[config.mk]
export PLATFORM = sky130hd
export DESIGN_NAME = radix_digit_emitter_top
export DESIGN_NICKNAME = d
export VERILOG_FILES = /design/src/rtl/rde_pkg.sv /design/src/rtl/rde_ram.sv /design/src/rtl/rde_front.sv /design/src/rtl/rde_queue.sv /design/src/rtl/rde_back.sv /design/src/rtl/radix_digit_emitter_top.sv
export VERILOG_INCLUDE_DIRS = /design/src /design/src/rtl
export SDC_FILE = /design/constraint.sdc
export NUM_CORES = 1
export LEC_CHECK = 0
export BUFFER_PORTS_ARGS = -buffer_cell sky130_fd_sc_hd__buf_4
export CORE_ASPECT_RATIO = 0.5
export CORE_MARGIN = 2
export CORE_UTILIZATION = 45
export CTS_BUF_LIST = sky130_fd_sc_hd__clkbuf_8 sky130_fd_sc_hd__clkbuf_16
export CTS_CLUSTER_SIZE = 12
export DETAILED_ROUTE_END_ITERATION = 7
export GPL_ROUTABILITY_DRIVEN = 0
export HOLD_SLACK_MARGIN = 0.05
export PLACE_DENSITY = 0.67
export SETUP_SLACK_MARGIN = 0.1
export SYNTH_ARGS = -nofsm -noshare
export SYNTH_HDL_FRONTEND = slang
export SYNTH_SLANG_ARGS = --single-unit
export TNS_END_PERCENT = 100
[constraint.sdc]
create_clock -name clk -period 18 [get_ports clk]
set_input_delay 3.6 -clock clk [delete_from_list [all_inputs] [get_ports clk]]
set_output_delay 3.6 -clock clk [all_outputs]
set_load 0.02 [all_outputs]
[src/rtl/radix_digit_emitter_top_defines.svh]
// ----------------------------------------------------------------------------
// Radix digit emitter assertion macros
// Shared property wrappers clocked on clk and disabled during rst.
// ----------------------------------------------------------------------------
`ifndef RADIX_DIGIT_EMITTER_TOP_DEFINES_SVH
`define RADIX_DIGIT_EMITTER_TOP_DEFINES_SVH

// Same-cycle implication.
`define RDE_ASSERT_IMPL(name, ante, cons, msg) \
  name: assert property (@(posedge clk) disable iff (rst) (ante) |-> (cons)) \
    else $error(msg);

// Next-cycle implication.
`define RDE_ASSERT_NEXT(name, ante, cons, msg) \
  name: assert property (@(posedge clk) disable iff (rst) (ante) |=> (cons)) \
    else $error(msg);

`endif

[src/rtl/rde_pkg.sv]
// ----------------------------------------------------------------------------
// Radix digit emitter package
// Types, register indexes and constants shared by the emitter modules.
// ----------------------------------------------------------------------------
package rde_pkg;

  localparam int VALUE_W       = 64;
  localparam int RADIX_W       = 5;
  localparam int DIGIT_W       = 4;
  localparam int CHAR_W        = 8;
  localparam int DIGIT_TOTAL_W = 7;
  localparam int CFG_INDEX_W   = 2;
  localparam int CHUNK_W       = 8;
  localparam int STEP_W        = 3;

  localparam logic [RADIX_W-1:0] MIN_RADIX = 5'd2;
  localparam logic [RADIX_W-1:0] MAX_RADIX = 5'd16;

  localparam logic [RADIX_W-1:0] RADIX_RESET     = 5'd10;
  localparam logic [VALUE_W-1:0] ALPHA_LOW_RESET = 64'h3736353433323130;
  localparam logic [VALUE_W-1:0] ALPHA_HIGH_RESET = 64'h6665646362613938;

  localparam logic [CFG_INDEX_W-1:0] REG_RADIX      = 2'd0;
  localparam logic [CFG_INDEX_W-1:0] REG_ALPHA_LOW  = 2'd1;
  localparam logic [CFG_INDEX_W-1:0] REG_ALPHA_HIGH = 2'd2;

  typedef struct packed {
    logic                     valid;
    logic [DIGIT_TOTAL_W-1:0] count;
  } job_t;

  function automatic logic [RADIX_W-1:0] eff_radix(input logic [RADIX_W-1:0] r);
    logic [RADIX_W-1:0] e;
    e = r;
    if (e < MIN_RADIX) begin
      e = MIN_RADIX;
    end
    if (e > MAX_RADIX) begin
      e = MAX_RADIX;
    end
    return e;
  endfunction

endpackage

[src/rtl/rde_ram.sv]
// ----------------------------------------------------------------------------
// Generic simple dual-port RAM
// One write port and one read port with registered read data.
// ----------------------------------------------------------------------------
module rde_ram #(
  parameter int WIDTH = 4,
  parameter int DEPTH = 128
) (
  input  logic                     clk,
  input  logic                     wr_en,
  input  logic [$clog2(DEPTH)-1:0] wr_addr,
  input  logic [WIDTH-1:0]         wr_data,
  input  logic [$clog2(DEPTH)-1:0] rd_addr,
  output logic [WIDTH-1:0]         rd_data
);

  logic [WIDTH-1:0] mem [DEPTH];

  always_ff @(posedge clk) begin
    if (wr_en) begin
      mem[wr_addr] <= wr_data;
    end
    rd_data <= mem[rd_addr];
  end

endmodule

[src/rtl/rde_front.sv]
// ----------------------------------------------------------------------------
// Radix digit emitter front end
// Accepts a value and splits it into digits with an eight-bit-per-cycle
// restoring divider, writing digits into the free bank of the digit store.
// ----------------------------------------------------------------------------
`include "radix_digit_emitter_top_defines.svh"

module rde_front #(
  parameter int IDXW = 6,
  parameter int MAX_DIGITS = 64
) (
  input  logic                          clk,
  input  logic                          rst,
  input  logic                          in_valid,
  output logic                          in_ready,
  input  logic [rde_pkg::VALUE_W-1:0]   value,
  input  logic [rde_pkg::RADIX_W-1:0]   radix,
  input  logic                          q_full,
  output rde_pkg::job_t                 job,
  output logic                          wr_en,
  output logic [IDXW-1:0]               wr_idx,
  output logic [rde_pkg::DIGIT_W-1:0]   wr_data
);

  import rde_pkg::*;

  typedef enum logic {F_IDLE, F_DIV} fstate_t;

  fstate_t              state;
  logic [VALUE_W-1:0]   work;
  logic [DIGIT_W-1:0]   rem;
  logic [STEP_W-1:0]    step;
  logic [IDXW-1:0]      cnt;
  logic [RADIX_W-1:0]   r_eff;

  logic [DIGIT_W:0]     rem_v;
  logic [DIGIT_W:0]     trial;
  logic [CHUNK_W-1:0]   qbits;
  logic [VALUE_W-1:0]   work_next;
  logic                 last_step;
  logic                 done;

  always_comb begin
    rem_v = {1'b0, rem};
    trial = '0;
    qbits = '0;
    for (int i = CHUNK_W - 1; i >= 0; i--) begin
      trial = {rem_v[DIGIT_W-1:0], work[VALUE_W-CHUNK_W+i]};
      if (trial >= r_eff) begin
        trial = trial - r_eff;
        qbits[i] = 1'b1;
      end
      rem_v = trial;
    end
    work_next = {work[VALUE_W-CHUNK_W-1:0], qbits};
  end

  assign last_step = (state == F_DIV) && (step == '1);
  assign done = (work_next == '0) || (cnt == IDXW'(MAX_DIGITS - 1));

  assign in_ready  = (state == F_IDLE) && !q_full;
  assign wr_en     = last_step;
  assign wr_idx    = cnt;
  assign wr_data   = rem_v[DIGIT_W-1:0];
  assign job.valid = last_step && done;
  assign job.count = DIGIT_TOTAL_W'(cnt) + DIGIT_TOTAL_W'(1);

  always_ff @(posedge clk) begin
    if (rst) begin
      state <= F_IDLE;
      step  <= '0;
    end else begin
      unique case (state)
        F_IDLE: begin
          if (in_valid && in_ready) begin
            work  <= value;
            rem   <= '0;
            step  <= '0;
            cnt   <= '0;
            r_eff <= eff_radix(radix);
            state <= F_DIV;
          end
        end
        F_DIV: begin
          work <= work_next;
          step <= step + STEP_W'(1);
          if (last_step) begin
            rem <= '0;
            cnt <= cnt + IDXW'(1);
            if (done) begin
              state <= F_IDLE;
            end
          end else begin
            rem <= rem_v[DIGIT_W-1:0];
          end
        end
        default: state <= F_IDLE;
      endcase
    end
  end

  `RDE_ASSERT_IMPL(a_digit_below_radix, wr_en, {1'b0, wr_data} < r_eff, "digit not below radix")
  `RDE_ASSERT_IMPL(a_radix_in_range, state == F_DIV, (r_eff >= MIN_RADIX) && (r_eff <= MAX_RADIX), "radix out of range")

endmodule

[src/rtl/rde_queue.sv]
// ----------------------------------------------------------------------------
// Radix digit emitter job queue
// Two-entry queue of digit counts; its pointers select the digit store bank
// that the front end fills and the back end drains.
// ----------------------------------------------------------------------------
`include "radix_digit_emitter_top_defines.svh"

module rde_queue (
  input  logic          clk,
  input  logic          rst,
  input  rde_pkg::job_t push_job,
  input  logic          pop,
  output rde_pkg::job_t head,
  output logic          full,
  output logic          wr_bank,
  output logic          rd_bank
);

  import rde_pkg::*;

  logic [DIGIT_TOTAL_W-1:0] entry [2];
  logic                     wr_ptr;
  logic                     rd_ptr;
  logic [1:0]               occ;

  assign full       = (occ == 2'd2);
  assign head.valid = (occ != 2'd0);
  assign head.count = entry[rd_ptr];
  assign wr_bank    = wr_ptr;
  assign rd_bank    = rd_ptr;

  always_ff @(posedge clk) begin
    if (push_job.valid) begin
      entry[wr_ptr] <= push_job.count;
    end
  end

  always_ff @(posedge clk) begin
    if (rst) begin
      wr_ptr <= 1'b0;
      rd_ptr <= 1'b0;
      occ    <= 2'd0;
    end else begin
      if (push_job.valid) begin
        wr_ptr <= ~wr_ptr;
      end
      if (pop) begin
        rd_ptr <= ~rd_ptr;
      end
      case ({push_job.valid, pop})
        2'b10:   occ <= occ + 2'd1;
        2'b01:   occ <= occ - 2'd1;
        default: occ <= occ;
      endcase
    end
  end

  `RDE_ASSERT_IMPL(a_no_push_full, push_job.valid, !full, "push into full queue")
  `RDE_ASSERT_IMPL(a_no_pop_empty, pop, occ != 2'd0, "pop from empty queue")
  `RDE_ASSERT_NEXT(a_push_visible, push_job.valid && !pop, occ != 2'd0, "pushed job lost")

endmodule

[src/rtl/rde_back.sv]
// ----------------------------------------------------------------------------
// Radix digit emitter back end
// Reads the digits of the head job most significant first, maps them
// through the alphabet and presents them on a registered output word.
// ----------------------------------------------------------------------------
module rde_back #(
  parameter int IDXW = 6
) (
  input  logic                               clk,
  input  logic                               rst,
  input  rde_pkg::job_t                      head,
  output logic                               pop,
  output logic [IDXW-1:0]                    rd_idx,
  input  logic [rde_pkg::DIGIT_W-1:0]        rd_data,
  input  logic [rde_pkg::VALUE_W-1:0]        alphabet_low,
  input  logic [rde_pkg::VALUE_W-1:0]        alphabet_high,
  output logic                               out_valid,
  input  logic                               out_ready,
  output logic [rde_pkg::CHAR_W-1:0]         digit_char,
  output logic [rde_pkg::DIGIT_TOTAL_W-1:0]  digit_total,
  output logic                               last
);

  import rde_pkg::*;

  typedef enum logic [1:0] {B_IDLE, B_ADDR, B_DATA, B_HOLD} bstate_t;

  bstate_t                 state;
  logic [IDXW-1:0]         pos;
  logic [2*VALUE_W-1:0]    alphabet;

  assign alphabet = {alphabet_high, alphabet_low};
  assign rd_idx   = pos;
  assign pop      = (state == B_HOLD) && out_ready && last;

  always_ff @(posedge clk) begin
    if (rst) begin
      state     <= B_IDLE;
      out_valid <= 1'b0;
    end else begin
      unique case (state)
        B_IDLE: begin
          if (head.valid) begin
            pos   <= IDXW'(head.count - DIGIT_TOTAL_W'(1));
            state <= B_ADDR;
          end
        end
        B_ADDR: begin
          state <= B_DATA;
        end
        B_DATA: begin
          digit_char  <= alphabet[{rd_data, 3'b000} +: CHAR_W];
          digit_total <= head.count;
          last        <= (pos == '0);
          out_valid   <= 1'b1;
          state       <= B_HOLD;
        end
        B_HOLD: begin
          if (out_ready) begin
            out_valid <= 1'b0;
            if (last) begin
              state <= B_IDLE;
            end else begin
              pos   <= pos - IDXW'(1);
              state <= B_ADDR;
            end
          end
        end
        default: state <= B_IDLE;
      endcase
    end
  end

endmodule

[src/rtl/radix_digit_emitter_top.sv]
// Throughput: the front end's divider retires eight quotient bits per cycle and takes a
// new value only once the digits of the current one are all written. The back end fetches,
// maps and presents each digit in turn and waits for out_ready before the next. Two digit
// store banks let the next value be divided while the previous one is emitted. Reset sets
// radix 10 and the alphabet "0123456789abcdef"; the digit store is not cleared.
// ----------------------------------------------------------------------------
// Radix digit emitter
// Converts an unsigned 64-bit value into alphabet characters of its digits
// in a configured radix, most significant digit first.
// ----------------------------------------------------------------------------
module radix_digit_emitter_top #(
  parameter int MAX_DIGITS = 64
) (
  input  logic                               clk,
  input  logic                               rst,
  input  logic                               cfg_valid,
  output logic                               cfg_ready,
  input  logic [rde_pkg::CFG_INDEX_W-1:0]    cfg_index,
  input  logic [rde_pkg::VALUE_W-1:0]        cfg_data,
  input  logic                               in_valid,
  output logic                               in_ready,
  input  logic [rde_pkg::VALUE_W-1:0]        value,
  output logic                               out_valid,
  input  logic                               out_ready,
  output logic [rde_pkg::CHAR_W-1:0]         digit_char,
  output logic [rde_pkg::DIGIT_TOTAL_W-1:0]  digit_total,
  output logic                               last
);

  import rde_pkg::*;

  localparam int IDXW      = $clog2(MAX_DIGITS);
  localparam int RAM_DEPTH = 2 * (1 << IDXW);

  logic [RADIX_W-1:0]  radix;
  logic [VALUE_W-1:0]  alphabet_low;
  logic [VALUE_W-1:0]  alphabet_high;

  job_t                push_job;
  job_t                head;
  logic                q_full;
  logic                pop;
  logic                wr_bank;
  logic                rd_bank;
  logic                wr_en;
  logic [IDXW-1:0]     wr_idx;
  logic [DIGIT_W-1:0]  wr_data;
  logic [IDXW-1:0]     rd_idx;
  logic [DIGIT_W-1:0]  rd_data;

  assign cfg_ready = 1'b1;

  always_ff @(posedge clk) begin
    if (rst) begin
      radix         <= RADIX_RESET;
      alphabet_low  <= ALPHA_LOW_RESET;
      alphabet_high <= ALPHA_HIGH_RESET;
    end else if (cfg_valid && cfg_ready) begin
      unique case (cfg_index)
        REG_RADIX:      radix         <= cfg_data[RADIX_W-1:0];
        REG_ALPHA_LOW:  alphabet_low  <= cfg_data;
        REG_ALPHA_HIGH: alphabet_high <= cfg_data;
        default: ;
      endcase
    end
  end

  rde_front #(
    .IDXW       (IDXW),
    .MAX_DIGITS (MAX_DIGITS)
  ) u_front (
    .clk      (clk),
    .rst      (rst),
    .in_valid (in_valid),
    .in_ready (in_ready),
    .value    (value),
    .radix    (radix),
    .q_full   (q_full),
    .job      (push_job),
    .wr_en    (wr_en),
    .wr_idx   (wr_idx),
    .wr_data  (wr_data)
  );

  rde_queue u_queue (
    .clk      (clk),
    .rst      (rst),
    .push_job (push_job),
    .pop      (pop),
    .head     (head),
    .full     (q_full),
    .wr_bank  (wr_bank),
    .rd_bank  (rd_bank)
  );

  rde_ram #(
    .WIDTH (DIGIT_W),
    .DEPTH (RAM_DEPTH)
  ) u_digit_ram (
    .clk     (clk),
    .wr_en   (wr_en),
    .wr_addr ({wr_bank, wr_idx}),
    .wr_data (wr_data),
    .rd_addr ({rd_bank, rd_idx}),
    .rd_data (rd_data)
  );

  rde_back #(
    .IDXW (IDXW)
  ) u_back (
    .clk           (clk),
    .rst           (rst),
    .head          (head),
    .pop           (pop),
    .rd_idx        (rd_idx),
    .rd_data       (rd_data),
    .alphabet_low  (alphabet_low),
    .alphabet_high (alphabet_high),
    .out_valid     (out_valid),
    .out_ready     (out_ready),
    .digit_char    (digit_char),
    .digit_total   (digit_total),
    .last          (last)
  );

endmodule
* Word-level counts from Yosys, hierarchy flattened *
Memories as Yosys holds them, arrays and structs flattened. A register that Yosys moved wholly into a read port is not among the register bits.
Index checks and enable logic that the tools add are counted.

word-level totals
  bits in registers = 245
  bits in writable memories = 526
  input port bits = 135
  memories kept = 2

operators by class
  add/subtract/negate cells = 15
  magnitude comparators = 10
  equal/unequal tests = 15
  shift-type cells = 1
  multiplexer cells = 51
  bitwise logic cells = 4
  reductions and logical operators = 26

memories
  name             words  width  read ports  clocked after Yosys merged registers in  wr ports  RTL line         RTL
  u_digit_ram.mem  128    4      1           1                                        1         rde_ram.sv:17    logic [WIDTH-1:0] mem [DEPTH];
  u_queue.entry    2      7      1           1                                        1         rde_queue.sv:21  logic [DIGIT_TOTAL_W-1:0] entry [2];

operators by type and width
  kind                   count
  $pmux W64 S2           1
  $shiftx A128 B8 Y8     1
  $logic_not A64 Y1      1
  $mux W64               1
  $ge A5 B5 Y1           8
  $mux W4                10
  $sub A4 B4 Y4          8
  $mux W6                5
  $pmux W6 S2            2
  $mux W5                4
  $mux W1                19
  $reduce_and A2 Y1      7
  $sub A6 B1 Y6 const B  2
  $eq A2 B2 Y1 const B   5
  $ne A2 B2 Y1 const B   5
  $pmux W2 S4            1
  $pmux W4 S2            1
  $reduce_bool A2 Y1     4
  $add A6 B1 Y7 const B  1
  $add A6 B1 Y6 const B  1
  $eq A2 B1 Y1 const B   3
  $eq A6 B6 Y1 const B   1
  $logic_and A1 B1 Y1    6
  $logic_not A6 Y1       1
  other kinds (17)       24

* Logic depth before layout (Yosys ltp) *
Gate-level depths: netlist of the first run.

  depth after elaboration = 21
  depth in mapped cells = 55
  mapped depth without buffers = 54

* Cells and area by module *
Synthesis of the first run repeated with hierarchy kept, for this count alone.

second synthesis, totals
  cells, all modules = 2099
  area total of the unflattened synthesis = 33917.5 sq um

modules (own cells, without submodules)
  module                   times used  cells each  area an instance (sq um)  seq. area each (sq um)
  rde_ram                  1           908         20193.1                   15454.8
  rde_front                1           467         5470.2                    2452.4
  radix_digit_emitter_top  1           535         5455.2                    2662.6
  rde_back                 1           145         2088.3                    720.7
  rde_queue                1           44          710.7                     520.5

* Worst setup path before layout of the first run *
Ideal clock, no wire load.

  kind = flip-flop to flip-flop
  from = register u_front.r_eff[1]
  to = memory u_digit_ram.mem[0][0] (data pin)
  arrival time = 15.424 ns
  required time = 16.797 ns
  setup slack = 1.373 ns
  cell stages (with the launch flop) = 47
  clock period less this slack = 16.627 ns
  path through = edfxtp_1 > inv_1 > ha_1 > a31oi_1 > o21a_1 > mux2_2 > ha_1 > a21o_1 > a21o_1 > a211oi_4 > mux2_2 > ha_1 > a21o_1 > a31oi_1 > o21a_1 > mux2_2 > ha_1 > nand3_1 > [11 not listed] > a221oi_2 > ha_1 > a21oi_1 > a21boi_0 > nor2_2 > mux2_2 > ha_1 > nand4_1 > a21oi_1 > a211oi_4 > nor3b_1 > a311oi_1 > ha_1 > nand4_1 > a21oi_1 > a211oi_1 > buf_2 > o21ai_0

on the way
  word-level cells in the longest chain between the ends = 16

ends and longest elaborated chain
  item                                                  RTL line                          RTL
  start: declaration                                    rde_front.sv:34                   logic [RADIX_W-1:0] r_eff;
  start signal: assignment                              rde_front.sv:80                   r_eff <= eff_radix(radix);
  $sub A4 B4 Y4 / $ge A5 B5 Y1 (equally long branches)  rde_front.sv:50, rde_front.sv:49
  $mux W4                                               rde_front.sv:49                   if (trial >= r_eff) begin
  $sub A4 B4 Y4 / $ge A5 B5 Y1 (equally long branches)  rde_front.sv:50, rde_front.sv:49
  $mux W4                                               rde_front.sv:49
  $sub A4 B4 Y4 / $ge A5 B5 Y1 (equally long branches)  rde_front.sv:50, rde_front.sv:49
  $mux W4                                               rde_front.sv:49
  $ge A5 B5 Y1 / $sub A4 B4 Y4 (equally long branches)  rde_front.sv:49, rde_front.sv:50
  $mux W4                                               rde_front.sv:49
  $sub A4 B4 Y4 / $ge A5 B5 Y1 (equally long branches)  rde_front.sv:50, rde_front.sv:49
  $mux W4                                               rde_front.sv:49
  $sub A4 B4 Y4 / $ge A5 B5 Y1 (equally long branches)  rde_front.sv:50, rde_front.sv:49
  $mux W4                                               rde_front.sv:49
  $sub A4 B4 Y4 / $ge A5 B5 Y1 (equally long branches)  rde_front.sv:50, rde_front.sv:49
  $mux W4                                               rde_front.sv:49
  $ge A5 B5 Y1 (*)                                      rde_front.sv:49
  $mux W4 (*)                                           rde_front.sv:49
  net u_digit_ram.wr_data[0]                            rde_ram.sv:12                     input logic [WIDTH-1:0] wr_data,
  end: declaration                                      rde_ram.sv:17

The timed path passes the listed nets; every way through them passes the cells marked *.

* Final worst setup path of the first run *
  from = register u_front.r_eff[1]
  to = memory u_digit_ram.mem[106][2] (data pin)

on the way
  word-level cells in the longest chain between the ends = 16

ends and longest elaborated chain
  item                                                  RTL line
  $sub A4 B4 Y4 / $ge A5 B5 Y1 (equally long branches)  rde_front.sv:50, rde_front.sv:49
  $mux W4                                               rde_front.sv:49
  $sub A4 B4 Y4 / $ge A5 B5 Y1 (equally long branches)  rde_front.sv:50, rde_front.sv:49
  $mux W4                                               rde_front.sv:49
  $sub A4 B4 Y4 / $ge A5 B5 Y1 (equally long branches)  rde_front.sv:50, rde_front.sv:49
  $mux W4                                               rde_front.sv:49
  $ge A5 B5 Y1 / $sub A4 B4 Y4 (equally long branches)  rde_front.sv:49, rde_front.sv:50
  $mux W4                                               rde_front.sv:49
  $sub A4 B4 Y4 / $ge A5 B5 Y1 (equally long branches)  rde_front.sv:50, rde_front.sv:49
  $mux W4                                               rde_front.sv:49
  $sub A4 B4 Y4 / $ge A5 B5 Y1 (equally long branches)  rde_front.sv:50, rde_front.sv:49
  $mux W4                                               rde_front.sv:49
  $ge A5 B5 Y1 / $sub A4 B4 Y4 (equally long branches)  rde_front.sv:49, rde_front.sv:50
  $mux W4                                               rde_front.sv:49
  $sub A4 B4 Y4 / $ge A5 B5 Y1 (equally long branches)  rde_front.sv:50, rde_front.sv:49
  $mux W4 (*)                                           rde_front.sv:49
  net u_digit_ram.wr_data[2]                            rde_ram.sv:12

Marked as above.

==> results of run 1 <==
## registers in the layout, indices dropped and copies added (netlist names), 7 cells and up, named ones only
| signal | cells |
|---|---|
| u_digit_ram.mem | 512 |
| u_back.digit_total | 7 |
| u_front.work | 64 |
| alphabet_high | 64 |
| u_queue.entry | 14 |
| alphabet_low | 64 |
| u_back.digit_char | 8 |
## how the worst max path moves through the flow
stage,startpoint,end,slack (ns),cells past startpoint
finish,u_front.r_eff[1]$_SDFFCE_PN0P_,u_digit_ram.mem[106][2]$_DFFE_PP_,3.02,47
floorplan,u_front.r_eff[1]$_SDFFCE_PN0P_,u_digit_ram.mem[0][0]$_DFFE_PP_,1.37,46
global route,u_front.r_eff[1]$_SDFFCE_PN0P_,u_digit_ram.mem[100][2]$_DFFE_PP_,1.82,47
CTS,u_front.r_eff[1]$_SDFFCE_PN0P_,u_digit_ram.mem[103][2]$_DFFE_PP_,3.17,47
detailed placement,u_front.r_eff[1]$_SDFFCE_PN0P_,u_digit_ram.mem[32][2]$_DFFE_PP_,3.18,47
global placement,u_front.r_eff[1]$_SDFFCE_PN0P_,u_digit_ram.mem[37][2]$_DFFE_PP_,3.55,47
## critical path, delay by kind of cell (launching register included)
family | cells | cell delay [ns]
AO/OA/AOI/OAI | 23 | 6.81
adder cells (fa/ha/maj) | 8 | 2.74
buffers and inverters | 4 | 1.87
multiplexers | 4 | 1.54
AND/OR/NAND/NOR | 8 | 1.12
flip-flops | 1 | 0.42
## cell type report
class                      count  area, µm²
clock buffer                  78       1929
clock inverter                32      206.4
fill                        6037      35680
inverter                      37      138.9
multi-input combinational   1333      10770
sequential                   776      21820
tap                          972       1216
timing repair buffer         180       1376
## cell usage in the layout (no fill, tap or decap), types with 6 or more instances in the layout
cell type and instances:
o22ai_1 16, mux4_2 151, nand3b_1 58, nand3_1 28
clkbuf_16 76, a21o_1 16, nand4_1 17, edfxtp_1 627
dfxtp_1 147, nor2_1 176, mux2i_1 49, mux2_2 85
nand2_1 318, ha_1 49, nor2b_1 20, buf_4 178
fa_1 8, xnor2_1 12, o221ai_1 6, o21ai_0 18
nor4_1 31, a22oi_1 23, inv_1 58, and2_1 12
a21oi_1 127, xor2_1 15, nor3_1 12, nor3b_1 7
nand2b_1 7
## per-stage QoR
step / worst slack (ns) / hold WS [ns]
floorplan: 1.373 / 0.4320
global placement: 3.555 / 0.4386
detailed placement: 3.180 / 0.4458
CTS: 3.171 / 0.4539
global route: 1.821 / 0.4702
finish: 3.023 / 0.4521
## cells by family after synthesis
| group | after synthesis | synth area share |
|---|---|---|
| flops | 776 | 0.6554 |
| buf+inv | 165 | 0.02275 |
| mux | 287 | 0.1464 |
| simple gates | 708 | 0.09749 |
| compound gates | 253 | 0.04760 |
| xor+xnor | 27 | 0.007106 |
| fa+ha+maj | 57 | 0.02323 |
| other cells | 1 | 0.0001127 |
## routing by layer
layer	vias to the layer above	wire length [µm]	global-route usage
li1	8886	-	-
met1	9848	33230	0.2821
met2	674	37370	0.3327
met3	147	5483	0.03962
met4	2	2443	0.07134
met5	-	10	0
==> impl_metrics.csv, run 1 <==
group,metric,value,unit
outcome,outcome,"completed",
yosys,synth.top_cells.by_area,"edfxtp_1 (57%), mux4_2 (10%), dfxtp_1 (9.0%), nand2_1 (3.6%), mux2_2 (2.9%)",
finish,instances_no_fill,3408,
cts,clock_latency,0.63,ns
critical_path,end_kind,"register",
routing,ant_nets,0,
placement,dp_hpwl,50830,µm
yosys,synth_area_leader_cell,"edfxtp_1",
routing,drt_iter0_drc,1904,
floorplan,die_h,196.3,µm
critical_path,setup.worst_path.start_class,"register",
critical_path,criticalPathCategory,"register to register",
floorplan,start_util,0.4551,
sta,finClkSkew,0.01878,ns
hold_path,min_from,"alphabet_low[63]$_SDFFE_PP0P_",
yosys,ys.flop_type,"edfxtp_1",
finish,drive_above_1_share,0.2172,
global_route,antenna_found_initial,2,
finish,nNetsFinal,2596,
finish,syn_to_final_growth,12.53,%
sta,setup_viol,0,
job,drv_cap,0,
placement,placed_cells,3298,
cts,cts.sinks,776,
placement,port-buffer-count,152,
cts,clkTransAtPathRegs,0.07,ns
sta,rsz0062_at_grt,"false",
routing,wl_per_cell,23.04,µm
critical_path,r2r-start,"u_front.r_eff[1]$_SDFFCE_PN0P_",
yosys,yosysMostFrequentCell,"edfxtp_1",
yosys,synthDistinctLibCells,69,
global_route,grt_first_pass_wirelength,119300,µm
floorplan,ioPinCount,154,
critical_path,critPathRequiredTime,18.29,ns
cts,cts_root_buf,"clkbuf_16",
yosys,synth_area,0.03328,mm²
cts,hold_buffers,0,
finish,design_area,0.03745,mm²
yosys,async_flop_share,0,
floorplan,fp.dieW,388.6,µm
sta,period_minus_slack,14.98,ns
yosys,ys_top_cells_by_count,"edfxtp_1 (627), nand2_1 (318), nor2_1 (178)",
placement,place_area,0.03532,mm²
hold_path,min_to,"alphabet_low[63]$_SDFFE_PP0P_",
sta,slew_viol_final,0,
critical_path,worstPathMaxFanout,100,
finish,utilization,0.5121,
routing,first_pass_iters,6,
sta,finalCritPeriodShare,0.8320,
cts,postCtsSetupBuffers,0,
global_route,grt_max_degree,106,
sta,hold_viol_final,0,
sta,max_freq,66.77,MHz
critical_path,regToRegSetupSlack,3.02,ns
hold_path,hold_path_class,"register to register",
critical_path,reg2regPathDepth,47,
critical_path,crit_path_frequent_cell,"ha_1",
cts,cts_tree,"yes",
floorplan,die-area,0.07628,mm²
routing,route.detailed.drc,0,
sta,relSlewSlack,0.1662,
yosys,synth_nets,2466,
critical_path,timing.rr.end,"u_digit_ram.mem[106][2]$_DFFE_PP_",
routing,viasPerCell,5.739,
routing,via_count,19560,
global_route,grt_usage,0.2063,
yosys,ys_seq_elements,776,
critical_path,slowest_stage,"buf_4",
critical_path,max_stage_delay,0.88,ns
routing,drt-total-wl,78530,µm
floorplan,core_region_area,0.07313,mm²
sta,tightestPinTransition,1.248,ns
floorplan,rows,70,
cts,cts.htree.levels,3,
global_route,overflow,0,
cts,numCtsBuffers,76,
critical_path,arrival,15.27,ns
yosys,yosysTopAreaCellShare,0.5657,
yosys,yosys_warnings,0,
finish,diodes,0,
hold_path,hold_depth,2,
global_route,grt_pass1_vias,19620,
yosys,ys_seq_area_frac,0.6554,
yosys,syn_inst,2274,
cts,post_cts_resized,0,
cts,clockBufferDepth,3,
yosys,syn_area_per_cell,14.64,µm²
yosys,synth_edf_count,627,
sta,finalSetupTns,0,ns
Power of run 1 is left out: the tool's default activity adds up to more than one toggle a clock period on the data nets, which glitch-free logic cannot reach.
==> inputs of run 2 (changes only) <==
--- a/config.mk
+++ b/config.mk
@@ -15,7 +15,7 @@
 export DETAILED_ROUTE_END_ITERATION = 7
 export GPL_ROUTABILITY_DRIVEN = 0
 export HOLD_SLACK_MARGIN = 0.05
-export PLACE_DENSITY = 0.67
+export PLACE_DENSITY = 0.7
 export SETUP_SLACK_MARGIN = 0.1
 export SYNTH_ARGS = -nofsm -noshare
 export SYNTH_HDL_FRONTEND = slang
==> constraint.sdc (replaced) <==
create_clock -name clk -period 13 [get_ports clk]
set_input_delay 2.6 -clock clk [delete_from_list [all_inputs] [get_ports clk]]
set_output_delay 2.6 -clock clk [all_outputs]
set_load 0.02 [all_outputs]
==> impl_metrics.csv, run 2 (synthesized netlist as in run 1, its figures left out) <==
group,metric,value,unit
sta,setup_viol,0,
routing,drt-total-wl,78630,µm
critical_path,critPathRequiredTime,13.56,ns
floorplan,die-area,0.07628,mm²
global_route,grt_first_pass_wirelength,119100,µm
cts,cts_tree,"yes",
finish,nNetsFinal,2612,
critical_path,end_kind,"register",
finish,drive_above_1_share,0.2268,
routing,route.detailed.drc,0,
cts,clock_latency,0.64,ns
critical_path,setup.worst_path.start_class,"register",
finish,nFillCells,5899,
routing,wl_per_cell,22.88,µm
sta,relSlewSlack,0.1903,
finish,largest_reg_flops,512,
job,drv_cap,0,
global_route,grt_usage,0.2043,
sta,rsz0062_at_grt,"false",
cts,cts_root_buf,"clkbuf_16",
sta,finClkSkew,0.03088,ns
placement,dp_hpwl,50810,µm
routing,drt_iter0_drc,1950,
global_route,grt_pass1_vias,19570,
sta,max_freq,82.10,MHz
cts,clockBufferDepth,3,
finish,final_cell_mix,"edfxtp_1 (627), nand2_1 (318), buf_4 (192)",
cts,cts.sinks,776,
routing,ant_nets,0,
placement,placed_cells,3307,
routing,via_count,19760,
critical_path,max_stage_delay,0.53,ns
critical_path,slowest_stage,"or4_4",
critical_path,crit_path_frequent_cell,"ha_1",
routing,viasPerCell,5.749,
finish,final_common_cell,"edfxtp_1",
sta,hold_viol_final,0,
critical_path,crit_buf_inv,4,
global_route,grt_max_degree,134,
sta,finalCritPeriodShare,0.9370,
routing,first_pass_iters,5,
finish,instances_no_fill,3437,
cts,cts.htree.levels,3,
floorplan,fp.dieW,388.6,µm
sta,tightestPinTransition,1.215,ns
floorplan,rows,70,
floorplan,start_util,0.4551,
critical_path,criticalPathCategory,"register to register",
placement,port-buffer-count,152,
finish,regMostFlops,"u_digit_ram.mem",
finish,syn_to_final_growth,13.47,%
floorplan,die_h,196.3,µm
floorplan,core_region_area,0.07313,mm²
critical_path,arrival,12.74,ns
cts,numCtsBuffers,76,
outcome,outcome,"completed",
hold_path,hold_path_class,"register to register",
critical_path,crit_family,"compound AO/OA/AOI/OAI gates",
cts,clkTransAtPathRegs,0.06,ns
floorplan,ioPinCount,154,
finish,diodes,0,
sta,period_minus_slack,12.18,ns
sta,finalSetupTns,0,ns
global_route,overflow,0,
global_route,antenna_found_initial,0,
critical_path,worstPathMaxFanout,13,
sta,slew_viol_final,0,
[run 2: worst paths after layout]
| path | to | slack, ns | startpoint | cells after the start |
|---|---|---|---|---|
| max | u_queue.occ[1]$_SDFFE_PP0P_ | 0.82 | u_front.rem[1]$_SDFFCE_PP0P_ | 51 |
| min | alphabet_high[55]$_SDFFE_PP0P_ | 0.45 | alphabet_high[55]$_SDFFE_PP0P_ | 2 |
| max reg2reg | u_queue.occ[1]$_SDFFE_PP0P_ | 0.82 | u_front.rem[1]$_SDFFCE_PP0P_ | 51 |
| min reg2reg | alphabet_high[55]$_SDFFE_PP0P_ | 0.45 | alphabet_high[55]$_SDFFE_PP0P_ | 2 |
[run 2: cell type report]
| type | instances | area [µm²] | share of cell area |
|---|---|---|---|
| well taps | 972 | 1216 | 0.03221 |
| flip-flops and latches | 776 | 21820 | 0.5777 |
| inverters | 37 | 142.6 | 0.003777 |
| multi-input cells | 1333 | 10840 | 0.2871 |
| clock inverters | 44 | 280.3 | 0.007422 |
| repair buffers | 196 | 1513 | 0.04006 |
| clock buffers | 79 | 1954 | 0.05175 |
[run 2: per-layer routing]
metal,vias to the layer above,global-route usage,share of wire
met5,-,0,0
met2,687,0.3315,0.49
met4,0,0.05332,0.020
met3,105,0.03295,0.067
met1,10050,0.2888,0.43
li1,8917,-,-
[run 2: per-stage QoR]
stage                     utilization  setup WS, ns  hold slack (ns)  area [µm²]
after global routing           0.5164       0.08427           0.4702       37760
after detailed placement       0.4840       0.05505           0.4444       35400
after CTS                      0.5148        0.1907           0.4530       37650
final                          0.5164        0.8190           0.4530       37760
after global placement         0.4840        0.5069           0.4388       35400
after floorplan                     -        0.1470           0.4320       33300
[run 2: worst reg2reg max path: cells and delay by family, from the launching register on]
| kind | cells | cell delay [ns] |
|---|---|---|
| buffers and inverters | 4 | 0.84 |
| and+or+nand+nor | 11 | 2.13 |
| muxes | 4 | 1.35 |
| DFF | 1 | 0.40 |
| adders and majority gates | 9 | 3.05 |
| AOI/OAI and AO/OA | 23 | 4.34 |
[run 2: repair_timing]
action	4_1_cts	5_1_grt
pin swaps	0	4
setup buffers	0	7
resized for setup	2	16
hold buffers	0	0
setup endpoints to repair	32	531
Power of run 2 is left out for the same reason.
